$ cat config.mk
export PLATFORM = sky130hd
export DESIGN_NAME = stick_deadband_calibrate_top
export DESIGN_NICKNAME = d
export VERILOG_FILES = /design/src/rtl/core/sdc_pkg.sv /design/src/rtl/core/stick_deadband_calibrate_top.sv
export SDC_FILE = /design/constraint.sdc
export NUM_CORES = 2
export LEC_CHECK = 0
export BUFFER_PORTS_ARGS = -buffer_cell sky130_fd_sc_hd__buf_2
export CORE_MARGIN = 10
export CORE_UTILIZATION = 60
export CTS_CLUSTER_DIAMETER = 40
export DETAILED_ROUTE_END_ITERATION = 12
export PLACE_DENSITY = 0.77
export SLEW_MARGIN = 15
export SYNTH_ARGS = -nofsm -noshare
export SYNTH_HDL_FRONTEND = slang
export SYNTH_SLANG_ARGS = --single-unit
$ cat constraint.sdc
create_clock -name clock -period 23.3 [get_ports clock]
set_clock_uncertainty 0.15 [all_clocks]
set_input_delay 2.33 -clock clock [delete_from_list [all_inputs] [get_ports clock]]
set_output_delay 2.33 -clock clock [all_outputs]
set_load 0.005 [all_outputs]
$ cat src/rtl/core/sdc_pkg.sv
// shared constants, types and the stick-to-channel map of the stick deadband calibrator
`timescale 1ns / 1ps
`default_nettype none

package sdc_pkg;

   // fixed field widths
   localparam int STICK_COUNT = 4;
   localparam int STICK_W     = 2;
   localparam int RAW_W       = 12;
   localparam int TRIM_W      = 8;
   localparam int CHAN_W      = 2;
   localparam int POS_W       = 16;
   localparam int TRIM_OFF_W  = 12;
   localparam int SPAN_W      = 12;
   localparam int CAL_W       = 3 * SPAN_W;
   localparam int DB_W        = 8;
   localparam int MODE_W      = 2;
   localparam int STEP_W      = 4;

   // adc word width and the part of the raw field that is used
   localparam int SAMPLE_BITS  = 12;
   localparam int RAW_EFF_BITS = (SAMPLE_BITS < RAW_W) ? SAMPLE_BITS : RAW_W;

   // parameter defaults
   localparam int OUT_TRAVEL_DEF = 1024;
   localparam int ADC_MID_DEF    = 2048;

   // csr port
   localparam int CSR_IDX_W  = 3;
   localparam int CSR_DATA_W = CAL_W;

   localparam logic [CSR_IDX_W-1:0] CSR_CAL0     = 3'd0;
   localparam logic [CSR_IDX_W-1:0] CSR_CAL1     = 3'd1;
   localparam logic [CSR_IDX_W-1:0] CSR_CAL2     = 3'd2;
   localparam logic [CSR_IDX_W-1:0] CSR_CAL3     = 3'd3;
   localparam logic [CSR_IDX_W-1:0] CSR_DEADBAND = 3'd4;
   localparam logic [CSR_IDX_W-1:0] CSR_MODE     = 3'd5;
   localparam logic [CSR_IDX_W-1:0] CSR_STEP     = 3'd6;

   // reset values: low span 2048, centre 2048, high span 0
   localparam logic [CAL_W-1:0]  CAL_RESET  = 36'h000800800;
   localparam logic [DB_W-1:0]   DB_RESET   = 8'd0;
   localparam logic [MODE_W-1:0] MODE_RESET = 2'd0;
   localparam logic [STEP_W-1:0] STEP_RESET = 4'd1;

   // per-item side info carried down the pipeline
   typedef struct packed {
      logic [CHAN_W-1:0]            chan;
      logic signed [TRIM_OFF_W-1:0] trim_offset;
      logic                         neg;
      logic                         bad;
      logic [SPAN_W-1:0]            divisor;
   } sdc_side_type;

   // one result beat
   typedef struct packed {
      logic [CHAN_W-1:0]            chan;
      logic signed [POS_W-1:0]      position;
      logic signed [TRIM_OFF_W-1:0] trim_offset;
      logic                         bad;
   } sdc_rsp_type;

   // stick mode map: row is the mode, column the stick
   function automatic logic [CHAN_W-1:0] chan_map(input logic [MODE_W-1:0] mode,
                                                  input logic [STICK_W-1:0] stick);
      logic [CHAN_W-1:0] ch;
      begin
         ch = stick;
         case (mode)
            2'd0: ch = stick;
            2'd1: begin
               case (stick)
                  2'd1:    ch = 2'd2;
                  2'd2:    ch = 2'd1;
                  default: ch = stick;
               endcase
            end
            2'd2: begin
               case (stick)
                  2'd0:    ch = 2'd3;
                  2'd3:    ch = 2'd0;
                  default: ch = stick;
               endcase
            end
            default: ch = 2'd3 - stick;
         endcase
         return ch;
      end
   endfunction

endpackage

`default_nettype wire

$ cat src/rtl/core/stick_deadband_calibrate_top.sv
// stick deadband calibrator: mirror, centre, deadband, scale, pipelined divide, saturate, map
`timescale 1ns / 1ps
`default_nettype none

//  channel | direction | handshake            | payload
//  --------+-----------+----------------------+------------------------------------------
//  req     | in        | req_valid/req_stall  | stick_index, raw_sample, trim_count
//  rsp     | out       | rsp_valid/rsp_stall  | channel, position, trim_offset, bad_calib.
//  csr     | in        | csr_valid/csr_ready  | csr_index, csr_wdata (ready always high)
//
//  one beat enters per cycle while req_stall is low; a taken request beat passes four
//  front stages, the restoring divider that retires one quotient bit per stage, and the
//  output register, which raises rsp_valid
//  reset is synchronous and clears valid bits and csr registers, not the data path
//  req_stall comes straight from the skid register: when rsp is stalled the pipeline runs
//  on until both the output register and the skid hold a beat, then freezes as a whole

module stick_deadband_calibrate_top #(
   parameter int OUT_TRAVEL = sdc_pkg::OUT_TRAVEL_DEF,
   parameter int ADC_MID    = sdc_pkg::ADC_MID_DEF
) (
   input  wire logic                                  clock,
   input  wire logic                                  reset,
   // request channel
   input  wire logic                                  req_valid,
   output logic                                       req_stall,
   input  wire logic [sdc_pkg::STICK_W-1:0]           req_stick_index,
   input  wire logic [sdc_pkg::RAW_W-1:0]             req_raw_sample,
   input  wire logic signed [sdc_pkg::TRIM_W-1:0]     req_trim_count,
   // response channel
   output logic                                       rsp_valid,
   input  wire logic                                  rsp_stall,
   output logic [sdc_pkg::CHAN_W-1:0]                 rsp_channel,
   output logic signed [sdc_pkg::POS_W-1:0]           rsp_position,
   output logic signed [sdc_pkg::TRIM_OFF_W-1:0]      rsp_trim_offset,
   output logic                                       rsp_bad_calibration,
   // csr write channel
   input  wire logic                                  csr_valid,
   output logic                                       csr_ready,
   input  wire logic [sdc_pkg::CSR_IDX_W-1:0]         csr_index,
   input  wire logic [sdc_pkg::CSR_DATA_W-1:0]        csr_wdata
);

   import sdc_pkg::*;

   // largest value a (possibly mirrored) sample or centre can take
   localparam int VAL_MAX  = (2 * ADC_MID > 4095) ? 2 * ADC_MID : 4095;
   localparam int VAL_BITS = $clog2(VAL_MAX + 1);
   // scaled magnitude, i.e. the dividend
   localparam int NUM_BITS = $clog2(VAL_MAX * OUT_TRAVEL + 1);
   localparam int DIV_W    = SPAN_W;

   localparam logic [RAW_W-1:0] RAW_MASK = RAW_W'((1 << RAW_EFF_BITS) - 1);

   // ------------------------------------------------------------------
   // csr registers
   // ------------------------------------------------------------------
   logic [CAL_W-1:0]  cal_ff [STICK_COUNT];
   logic [DB_W-1:0]   deadband_ff;
   logic [MODE_W-1:0] mode_ff;
   logic [STEP_W-1:0] step_ff;

   assign csr_ready = 1'b1;

   always_ff @(posedge clock) begin
      if (reset) begin
         for (int i = 0; i < STICK_COUNT; i++) begin
            cal_ff[i] <= CAL_RESET;
         end
         deadband_ff <= DB_RESET;
         mode_ff     <= MODE_RESET;
         step_ff     <= STEP_RESET;
      end else if (csr_valid && csr_ready) begin
         unique case (csr_index) inside
            CSR_CAL0, CSR_CAL1, CSR_CAL2, CSR_CAL3: cal_ff[csr_index[STICK_W-1:0]] <= csr_wdata;
            CSR_DEADBAND: deadband_ff <= csr_wdata[DB_W-1:0];
            CSR_MODE:     mode_ff     <= csr_wdata[MODE_W-1:0];
            CSR_STEP:     step_ff     <= csr_wdata[STEP_W-1:0];
            default: ;  // writes past the last register are dropped
         endcase
      end
   end

   // ------------------------------------------------------------------
   // flow control: everything moves while the skid slot is free
   // ------------------------------------------------------------------
   logic advance;
   logic skid_valid_ff;

   assign advance   = !skid_valid_ff;
   assign req_stall = skid_valid_ff;

   // ------------------------------------------------------------------
   // stage a: pick calibration, mirror stick 3, map channel, trim product
   // ------------------------------------------------------------------
   logic                         a_valid_ff;
   logic [VAL_BITS-1:0]          a_samp_ff, a_samp_in;
   logic [CAL_W-1:0]             a_cal_ff;
   sdc_side_type                 a_side_ff, a_side_in;

   logic [RAW_W-1:0]             raw_eff;
   logic signed [VAL_BITS:0]     mirror;
   logic signed [TRIM_OFF_W-1:0] trim_prod;

   always_comb begin
      raw_eff = req_raw_sample & RAW_MASK;
      mirror  = (VAL_BITS + 1)'(2 * ADC_MID) - (VAL_BITS + 1)'(raw_eff);
      if (req_stick_index == STICK_W'(STICK_COUNT - 1)) begin
         // mirrored stick, clamped at zero
         a_samp_in = mirror[VAL_BITS] ? '0 : mirror[VAL_BITS-1:0];
      end else begin
         a_samp_in = VAL_BITS'(raw_eff);
      end
      trim_prod = TRIM_OFF_W'(req_trim_count) * TRIM_OFF_W'($signed({1'b0, step_ff}));
      a_side_in             = '0;
      a_side_in.chan        = chan_map(mode_ff, req_stick_index);
      a_side_in.trim_offset = trim_prod;
   end

   // ------------------------------------------------------------------
   // stage b: offset from centre, both candidate divisors
   // ------------------------------------------------------------------
   logic                      b_valid_ff;
   logic signed [VAL_BITS:0]  b_off_ff, b_off_in;
   logic signed [SPAN_W:0]    b_div_hi_ff, b_div_hi_in;
   logic signed [SPAN_W:0]    b_div_lo_ff, b_div_lo_in;
   sdc_side_type              b_side_ff;

   always_comb begin
      b_off_in    = (VAL_BITS + 1)'(a_samp_ff) - (VAL_BITS + 1)'(a_cal_ff[2*SPAN_W-1:SPAN_W]);
      b_div_hi_in = (SPAN_W + 1)'(a_cal_ff[3*SPAN_W-1:2*SPAN_W]) - (SPAN_W + 1)'(deadband_ff);
      b_div_lo_in = (SPAN_W + 1)'(a_cal_ff[SPAN_W-1:0]) - (SPAN_W + 1)'(deadband_ff);
   end

   // ------------------------------------------------------------------
   // stage c: magnitude, deadband, divisor select, bad divisor flag
   // ------------------------------------------------------------------
   logic                   c_valid_ff;
   logic [VAL_BITS-1:0]    c_mag_ff, c_mag_in;
   sdc_side_type           c_side_ff, c_side_in;

   logic                   off_neg;
   logic [VAL_BITS-1:0]    off_mag;
   logic signed [SPAN_W:0] div_sel;
   logic                   is_positive;

   always_comb begin
      off_neg  = b_off_ff[VAL_BITS];
      off_mag  = VAL_BITS'(off_neg ? -b_off_ff : b_off_ff);
      c_mag_in = (off_mag > VAL_BITS'(deadband_ff)) ? off_mag - VAL_BITS'(deadband_ff) : '0;
      is_positive = !off_neg && (c_mag_in != '0);
      // zero after deadband divides by the low span
      div_sel = is_positive ? b_div_hi_ff : b_div_lo_ff;
      c_side_in         = b_side_ff;
      c_side_in.neg     = off_neg;
      c_side_in.bad     = div_sel[SPAN_W] || (div_sel == '0);
      c_side_in.divisor = div_sel[SPAN_W-1:0];
   end

   // ------------------------------------------------------------------
   // stage d: scale by the output travel
   // ------------------------------------------------------------------
   logic                d_valid_ff;
   logic [NUM_BITS-1:0] d_num_ff, d_num_in;
   sdc_side_type        d_side_ff;

   assign d_num_in = NUM_BITS'(c_mag_ff * OUT_TRAVEL);

   always_ff @(posedge clock) begin
      if (reset) begin
         a_valid_ff <= 1'b0;
         b_valid_ff <= 1'b0;
         c_valid_ff <= 1'b0;
         d_valid_ff <= 1'b0;
      end else if (advance) begin
         a_valid_ff <= req_valid;
         b_valid_ff <= a_valid_ff;
         c_valid_ff <= b_valid_ff;
         d_valid_ff <= c_valid_ff;
      end
   end

   always_ff @(posedge clock) begin
      if (advance) begin
         a_samp_ff   <= a_samp_in;
         a_cal_ff    <= cal_ff[req_stick_index];
         a_side_ff   <= a_side_in;
         b_off_ff    <= b_off_in;
         b_div_hi_ff <= b_div_hi_in;
         b_div_lo_ff <= b_div_lo_in;
         b_side_ff   <= a_side_ff;
         c_mag_ff    <= c_mag_in;
         c_side_ff   <= c_side_in;
         d_num_ff    <= d_num_in;
         d_side_ff   <= c_side_ff;
      end
   end

   // ------------------------------------------------------------------
   // restoring divider, one quotient bit per stage; the dividend shifts
   // out at the top while quotient bits shift in at the bottom
   // ------------------------------------------------------------------
   logic                dv_valid_ff [NUM_BITS];
   logic [DIV_W-1:0]    dv_rem_ff   [NUM_BITS];
   logic [NUM_BITS-1:0] dv_num_ff   [NUM_BITS];
   sdc_side_type        dv_side_ff  [NUM_BITS];

   logic                dv_valid_in [NUM_BITS];
   logic [DIV_W-1:0]    dv_rem_in   [NUM_BITS];
   logic [NUM_BITS-1:0] dv_num_in   [NUM_BITS];
   sdc_side_type        dv_side_in  [NUM_BITS];

   always_comb begin
      logic                prev_valid;
      logic [DIV_W-1:0]    prev_rem;
      logic [NUM_BITS-1:0] prev_num;
      sdc_side_type        prev_side;
      logic [DIV_W:0]      trial;
      logic                q_bit;
      for (int k = 0; k < NUM_BITS; k++) begin
         if (k == 0) begin
            prev_valid = d_valid_ff;
            prev_rem   = '0;
            prev_num   = d_num_ff;
            prev_side  = d_side_ff;
         end else begin
            prev_valid = dv_valid_ff[k-1];
            prev_rem   = dv_rem_ff[k-1];
            prev_num   = dv_num_ff[k-1];
            prev_side  = dv_side_ff[k-1];
         end
         trial = {prev_rem, prev_num[NUM_BITS-1]};
         q_bit = (trial >= {1'b0, prev_side.divisor});
         dv_valid_in[k] = prev_valid;
         dv_rem_in[k]   = q_bit ? DIV_W'(trial - {1'b0, prev_side.divisor})
                                : trial[DIV_W-1:0];
         dv_num_in[k]   = {prev_num[NUM_BITS-2:0], q_bit};
         dv_side_in[k]  = prev_side;
      end
   end

   always_ff @(posedge clock) begin
      if (reset) begin
         for (int k = 0; k < NUM_BITS; k++) begin
            dv_valid_ff[k] <= 1'b0;
         end
      end else if (advance) begin
         for (int k = 0; k < NUM_BITS; k++) begin
            dv_valid_ff[k] <= dv_valid_in[k];
         end
      end
   end

   always_ff @(posedge clock) begin
      if (advance) begin
         for (int k = 0; k < NUM_BITS; k++) begin
            dv_rem_ff[k]  <= dv_rem_in[k];
            dv_num_ff[k]  <= dv_num_in[k];
            dv_side_ff[k] <= dv_side_in[k];
         end
      end
   end

   // ------------------------------------------------------------------
   // sign, saturation and bad divisor override
   // ------------------------------------------------------------------
   sdc_rsp_type         result;
   logic [NUM_BITS-1:0] quot;
   sdc_side_type        last_side;

   always_comb begin
      quot      = dv_num_ff[NUM_BITS-1];
      last_side = dv_side_ff[NUM_BITS-1];
      result.chan        = last_side.chan;
      result.trim_offset = last_side.trim_offset;
      result.bad         = last_side.bad;
      if (last_side.bad) begin
         result.position = '0;
      end else if (last_side.neg) begin
         // quotients above 32768 saturate; otherwise the magnitude is at most 32768, so the cut keeps the value
         result.position = (quot > 32768) ? -(POS_W'(32768)) : POS_W'(0) - POS_W'(quot);
      end else begin
         result.position = (quot > 32767) ? POS_W'(32767) : POS_W'(quot);
      end
   end

   // ------------------------------------------------------------------
   // output register and skid slot
   // ------------------------------------------------------------------
   logic        rsp_valid_ff;
   sdc_rsp_type rsp_ff;
   sdc_rsp_type skid_ff;
   logic        last_valid;
   logic        rsp_free;

   assign last_valid = dv_valid_ff[NUM_BITS-1] && advance;
   assign rsp_free   = !rsp_valid_ff || !rsp_stall;

   always_ff @(posedge clock) begin
      if (reset) begin
         rsp_valid_ff  <= 1'b0;
         skid_valid_ff <= 1'b0;
      end else if (rsp_free) begin
         // skid drains first; the pipeline is frozen while it holds a beat
         rsp_valid_ff  <= skid_valid_ff || last_valid;
         skid_valid_ff <= 1'b0;
      end else if (last_valid) begin
         skid_valid_ff <= 1'b1;
      end
   end

   always_ff @(posedge clock) begin
      if (rsp_free) begin
         rsp_ff <= skid_valid_ff ? skid_ff : result;
      end else if (last_valid) begin
         skid_ff <= result;
      end
   end

   assign rsp_valid           = rsp_valid_ff;
   assign rsp_channel         = rsp_ff.chan;
   assign rsp_position        = rsp_ff.position;
   assign rsp_trim_offset     = rsp_ff.trim_offset;
   assign rsp_bad_calibration = rsp_ff.bad;

endmodule

`default_nettype wire

==> Yosys cells after proc, flatten, opt, wreduce, memory -nomap -nowiden <==
Memory sizes are Yosys's and may differ from the RTL's. A register that Yosys moved wholly into a read port is not among the register bits.
Index checks and enable logic that the tools add are counted.
{ "totals": {"register_bits": 245, "mem_bits_rw": 1616, "inputBits": 66, "out_inout_bits": 34, "n_memories": 5} }
{ "op_classes": {"n_addsub": 31, "mul": 1, "magnitude_cmp": 26, "eq_ne": 11, "mux": 71, "n_bitwise": 25, "n_reduce_logical": 23} }
{ "memory_table": {"columns": ["memory", "words", "width", "read_ports", "rd_clocked_by_memory_dff", "write_ports", "line", "rtl"], "rows": [
  ["dv_side_ff", 23, 28, 23, 0, 23, "stick_deadband_calibrate_top.sv:206", "sdc_side_type dv_side_ff [NUM_BITS];"],
  ["dv_num_ff", 23, 23, 23, 0, 23, "stick_deadband_calibrate_top.sv:205", "logic [NUM_BITS-1:0] dv_num_ff [NUM_BITS];"],
  ["dv_rem_ff", 23, 12, 22, 0, 23, "stick_deadband_calibrate_top.sv:204", "logic [DIV_W-1:0] dv_rem_ff [NUM_BITS];"],
  ["cal_ff", 4, 36, 1, 1, 4, "stick_deadband_calibrate_top.sv:58", "logic [CAL_W-1:0] cal_ff [STICK_COUNT];"],
  ["dv_valid_ff", 23, 1, 23, 0, 23, "stick_deadband_calibrate_top.sv:203", "logic dv_valid_ff [NUM_BITS];"]
]} }
{ "ops": {"columns": ["operator", "count"], "rows": [
  ["$mux 12", 25],
  ["$ge 13x12->1", 22],
  ["$sub 12x12->12", 22],
  ["$mux 16", 4],
  ["$mux 13", 3],
  ["$mux 36", 1],
  ["$reduce_or 36->1", 1],
  ["$mux 1", 33],
  ["$mux 31", 1],
  ["$sub 12x8->13", 2],
  ["$gt 23x15->1 const B", 1],
  ["$gt 23x16->1 const B", 1],
  ["$or 1x1->1", 23],
  ["$sub 1x16->16 const A", 1],
  ["$sub 13x12->14", 1],
  ["$sub 13x12->14 const A", 1],
  ["$gt 13x8->1", 1],
  ["$logic_not 13->1", 1],
  ["$neg 13->13", 1],
  ["$reduce_bool 13->1", 1],
  ["$sub 13x8->13", 1],
  ["$ge 1x12->1", 1],
  ["$mul 8x5->12", 1],
  ["$sub 1x12->12", 1],
  ["18 further kinds", 38]
]} }

==> Depth between registers and ports, before layout <==
{ "logic_depth": {"word_depth": 9, "depth_mapped": 16, "mapped_depth_nobuf": 15} }

==> Worst setup path after synthesis <==
Ideal clock, no wire load.
{ "synth_timing": {"kind": "register to register", "startpoint": "reg skid_valid_ff (netlist: req_stall)", "endpoint": "reg rsp_ff (netlist bit rsp_position[0]), data pin", "setup_ps": 242, "arrival_ps": 17878, "setup_slack_ps": 5030, "path_stages_with_launch": 4, "path_buffers": 1, "synth_period_minus_slack_ps": 18270, "cell_sequence": "dfxtp_1 > clkbuf_1 > inv_2 > mux2_2"} }
{ "synth_via": {"elab_chain_len": 1} }
{ "synth_rtl": {"columns": ["element", "line", "rtl"], "rows": [
  ["from (decl)", "stick_deadband_calibrate_top.sv:88", "logic skid_valid_ff;"],
  ["from (signal assigned)", "stick_deadband_calibrate_top.sv:302", "skid_valid_ff <= 1'b0;"],
  ["from (signal assigned)", "stick_deadband_calibrate_top.sv:306", "skid_valid_ff <= 1'b0;"],
  ["from (signal assigned)", "stick_deadband_calibrate_top.sv:308", "skid_valid_ff <= 1'b1;"],
  ["$mux 31", "stick_deadband_calibrate_top.sv:314", "rsp_ff <= skid_valid_ff ? skid_ff : result;"],
  ["to (signal assigned)", "stick_deadband_calibrate_top.sv:314", null],
  ["to (decl)", "stick_deadband_calibrate_top.sv:291", "sdc_rsp_type rsp_ff;"]
]} }
No other way between the ends.
A chain may end at the register's enable or synchronous reset.

==> Final worst setup path <==
{ "layout_timing": {"startpoint": "reg skid_valid_ff (netlist: req_stall)", "endpoint": "reg a_cal_ff[5], read port of cal_ff (enable)"} }
{ "layout_via": {"elab_chain_len": 1} }
{ "layout_rtl": {"columns": ["element", "line", "rtl"], "rows": [
  ["$logic_not 1->1 (no source line)", null, null],
  ["to (decl)", "stick_deadband_calibrate_top.sv:98", "logic [CAL_W-1:0] a_cal_ff;"]
]} }
No other way between the ends.

==> results.tsv <==
stage	metric	value	unit
outcome	status	completed	
die	start_util	0.606	
yosys	synth_common_cells	edfxtp_1 (1678), inv_1 (483), ha_1 (330), nor2_1 (328), nand2_1 (206)	
yosys	yosysSeqAreaShare	0.697	
critical_path	critPathRequiredTime	23.57	ns
sta	finalSetupTns	0	ns
clocking	cts_setup_buffers	0	
sta	period_needed	5.31	ns
yosys	yosys.cell_types.count	74	
yosys	synth_edf_count	1678	
power_and_ir_drop	p_int	7890	uW
global_route	grt_overflow_total	0	
clocking	clk_latency	0.81	ns
power_and_ir_drop	p_leak	0.0331	uW
global_route	grt_max_degree	191	
yosys	yosysTopAreaCell	edfxtp_1	
global_route	grt_pass1_wl	202000	um
power_and_ir_drop	power_frac_seq	0.425	
place	dp.final_hpwl	83100	um
sta	finalCritPeriodShare	0.228	
die	die_h	368	um
critical_path	rr_worst_depth	5	
sta	tightest_slew	1.18	ns
clocking	cts_tree	built	
drt	drt_iter0_markers	2685	
drt	postRouteAntennaNets	0	
power_and_ir_drop	p_comb_frac	0.306	
power_and_ir_drop	p_switching	3540	uW
yosys	synth_nets	5283	
yosys	synth-seq-cells	1698	
clocking	htreeDepth	4	
die	core_area	120000	um2
final_layout	nNetsFinal	5530	
drt	drc	0	
sta	report.final.setup_viol	0	
job	cap_violations	0	
drt	vias	38500	
sta	relSlewSlack	0.209	
global_route	grt_use_total	0.183	
yosys	synthMuxAreaShare	0.0496	
critical_path	reg2reg_slack	17.99	ns
critical_path	rr_startpoint	req_stall$_SDFFE_PP0P_	
critical_path	end_kind	flop	
yosys	mappedNetlistArea	72900	um2
clocking	clkTransAtPathRegs	0.06	ns
final_layout	layout-area-overhead-vs-synth	12.5	%
die	num_io_pins	100	
sta	hold_viol_final	0	
yosys	synth-simple-area-share	0.0745	
critical_path	cp-start-kind	flop	
sta	timing.hold.ws	0.253	ns
critical_path	crit_fanout	141	
critical_path	r2r_end	a_cal_ff[5]$_DFFE_PN_	
yosys	syn_area_per_cell	15.0	um2
clocking	cts.repair.resized	0	
yosys	yosysTopAreaCellShare	0.691	
min_path	hold-path-endpoint	dv_side_ff[0][222]$_DFFE_PN_	
yosys	synth_top_family_by_area	simple AND/OR/NAND/NOR gates	
critical_path	cp.arrival	5.58	ns
yosys	ys_top_cells_by_area	edfxtp_1 (69%), ha_1 (5.7%), mux2_2 (2.9%), inv_1 (2.5%), nor2_1 (1.7%)	
power_and_ir_drop	switching_share	0.310	
clocking	cts-root-buf	clkbuf_16	
sta	fmax	188	MHz
min_path	hold_depth	0	
final_layout	drive_above_1_share	0.142	
drt	drt-total-wl	125000	um
power_and_ir_drop	clockPowerShare	0.269	
drt	routed_via_density	5.60	
global_route	antenna_found_initial	0	
power_and_ir_drop	power.density	139	nW/um2
sta	rsz0062_at_grt	false	
global_route	first_global_vias	38900	
critical_path	worstSetupPathType	flop to flop	
yosys	async_flop_share	0	
clocking	cts_made_buffers	192	
yosys	yosys_most_used_dff	edfxtp_1	
min_path	min_path_type	flop to flop	
die	die_w	368	um
yosys	synthMostInstantiatedCell	edfxtp_1	
yosys	synth-compound-area-share	0.0598	
yosys	synth-xor-area-share	0.0222	
yosys	yosysWarnings	0	
clocking	cts_buffer_depth	3	
die	row_count	127	
place	gp_congestion	0.849	
yosys	synthCells	4846	
drt	dr.pass1.iters	5	
drt	wire_per_inst	18.2	um
place	io_buffers	98	
clocking	postCtsHoldBufs	0	
die	die_area	136000	um2
min_path	hold_start	dv_side_ff[0][194]$_DFFE_PN_	
clocking	clock-sinks	1698	
power_and_ir_drop	irDropWorstVdd	0.0000980	V
yosys	synthAdderAreaFrac	0.0679	
final_layout	final_util	0.682	
sta	slew_viol_final	0	
==> per-layer routing <==
layer | up-vias | share of wire | track usage | routed length, um
met4 | 0 | 0.029 | 0.0677 | 3660
met1 | 18700 | 0.41 | 0.225 | 51000
li1 | 18600 | - | - | -
met2 | 924 | 0.52 | 0.323 | 64500
met3 | 259 | 0.048 | 0.0348 | 5960
met5 | - | 0 | 0 | 0
==> worst max path at each step <==
stage	slack, ns	to	cells after the start	from
after floorplan	5.03	rsp_position[0]$_DFFE_PP_	3	req_stall$_SDFFE_PP0P_
after global placement	17.29	a_side_ff[25]$_DFFE_PN_	15	req_trim_count[1]
after detailed placement	17.34	a_side_ff[25]$_DFFE_PN_	15	req_trim_count[1]
after CTS	17.85	a_cal_ff[5]$_DFFE_PN_	5	req_stall$_SDFFE_PP0P_
after global routing	17.49	a_cal_ff[25]$_DFFE_PN_	5	req_stall$_SDFFE_PP0P_
final	17.99	a_cal_ff[5]$_DFFE_PN_	5	req_stall$_SDFFE_PP0P_
==> worst max-delay path, stage by stage, from the launching register on <==
cell and delay (ns):
dfxtp_2 0.35, inv_8 0.60, buf_4 0.92, buf_4 0.93, buf_4 0.93, buf_4 0.82
==> layout by cell type, fill, tap and decap left out, types with 66 or more instances in the layout <==
cell and count:
a21oi_1 166, buf_2 98, clkbuf_16 196, edfxtp_1 1678, ha_1 330, inv_1 483, mux2_2 185, nand2_1 206
nor2_1 327, nor2b_1 97, nor3_1 84, o21ai_0 113, o31ai_1 66, xnor2_1 139
==> registers in the layout, summed over array words and instances (netlist names), 14 cells and up <==
| register | cells |
|---|---|
| skid_ff | 31 |
| dv_side_ff | 632 |
| dv_num_ff | 354 |
| c_side_ff | 28 |
| cal_ff | 144 |
| dv_valid_ff | 23 |
| dv_rem_ff | 264 |
| d_side_ff | 28 |
| b_side_ff | 14 |
| a_cal_ff | 36 |
| rsp_position | 16 |
| a_side_ff | 14 |
| b_off_ff | 14 |
==> per-stage QoR <==
stage	instance area [um2]	setup WS, ns	instances	power (uW)
global route	82000	17.49	6875	12100
global placement	75400	17.29	6511	8240
detailed placement	75400	17.34	6511	8350
CTS	82000	17.85	6875	11500
finish	82000	17.99	6876	11400
floorplan	72900	5.03	4846	7420
==> area by class of cell <==
class	count	area [um2]
antenna	1	2.50
clock buffer	224	5050
clock inverter	140	1590
fill	7988	38300
inverter	484	1820
multi-input combinational	2590	20000
sequential	1698	50800
tap	1612	2020
timing repair buffer	127	737
==> cell families (layout without fill, tap and decap cells) <==
| logic type | count (synthesis) | count (layout) |
|---|---|---|
| adder cells (fa/ha/maj) | 371 | 371 |
| flip-flops | 1698 | 1698 |
| AND/OR/NAND/NOR | 1092 | 1092 |
| other | 1 | 2 |
| AO/OA/AOI/OAI | 653 | 653 |
| buffers and inverters | 558 | 975 |
| XOR/XNOR | 185 | 185 |
| multiplexers | 288 | 288 |
==> power by group through the flow <==
| stage | clock [uW] | combinational [uW] | sequential [uW] |
|---|---|---|---|
| finish | 3070 | 3500 | 4860 |
| global route | 3260 | 3890 | 4950 |
| floorplan | 0 | 2720 | 4700 |
| global placement | 0 | 3350 | 4890 |
| CTS | 3140 | 3480 | 4880 |
| detailed placement | 0 | 3430 | 4920 |
(Power assumes the default switching activity.)
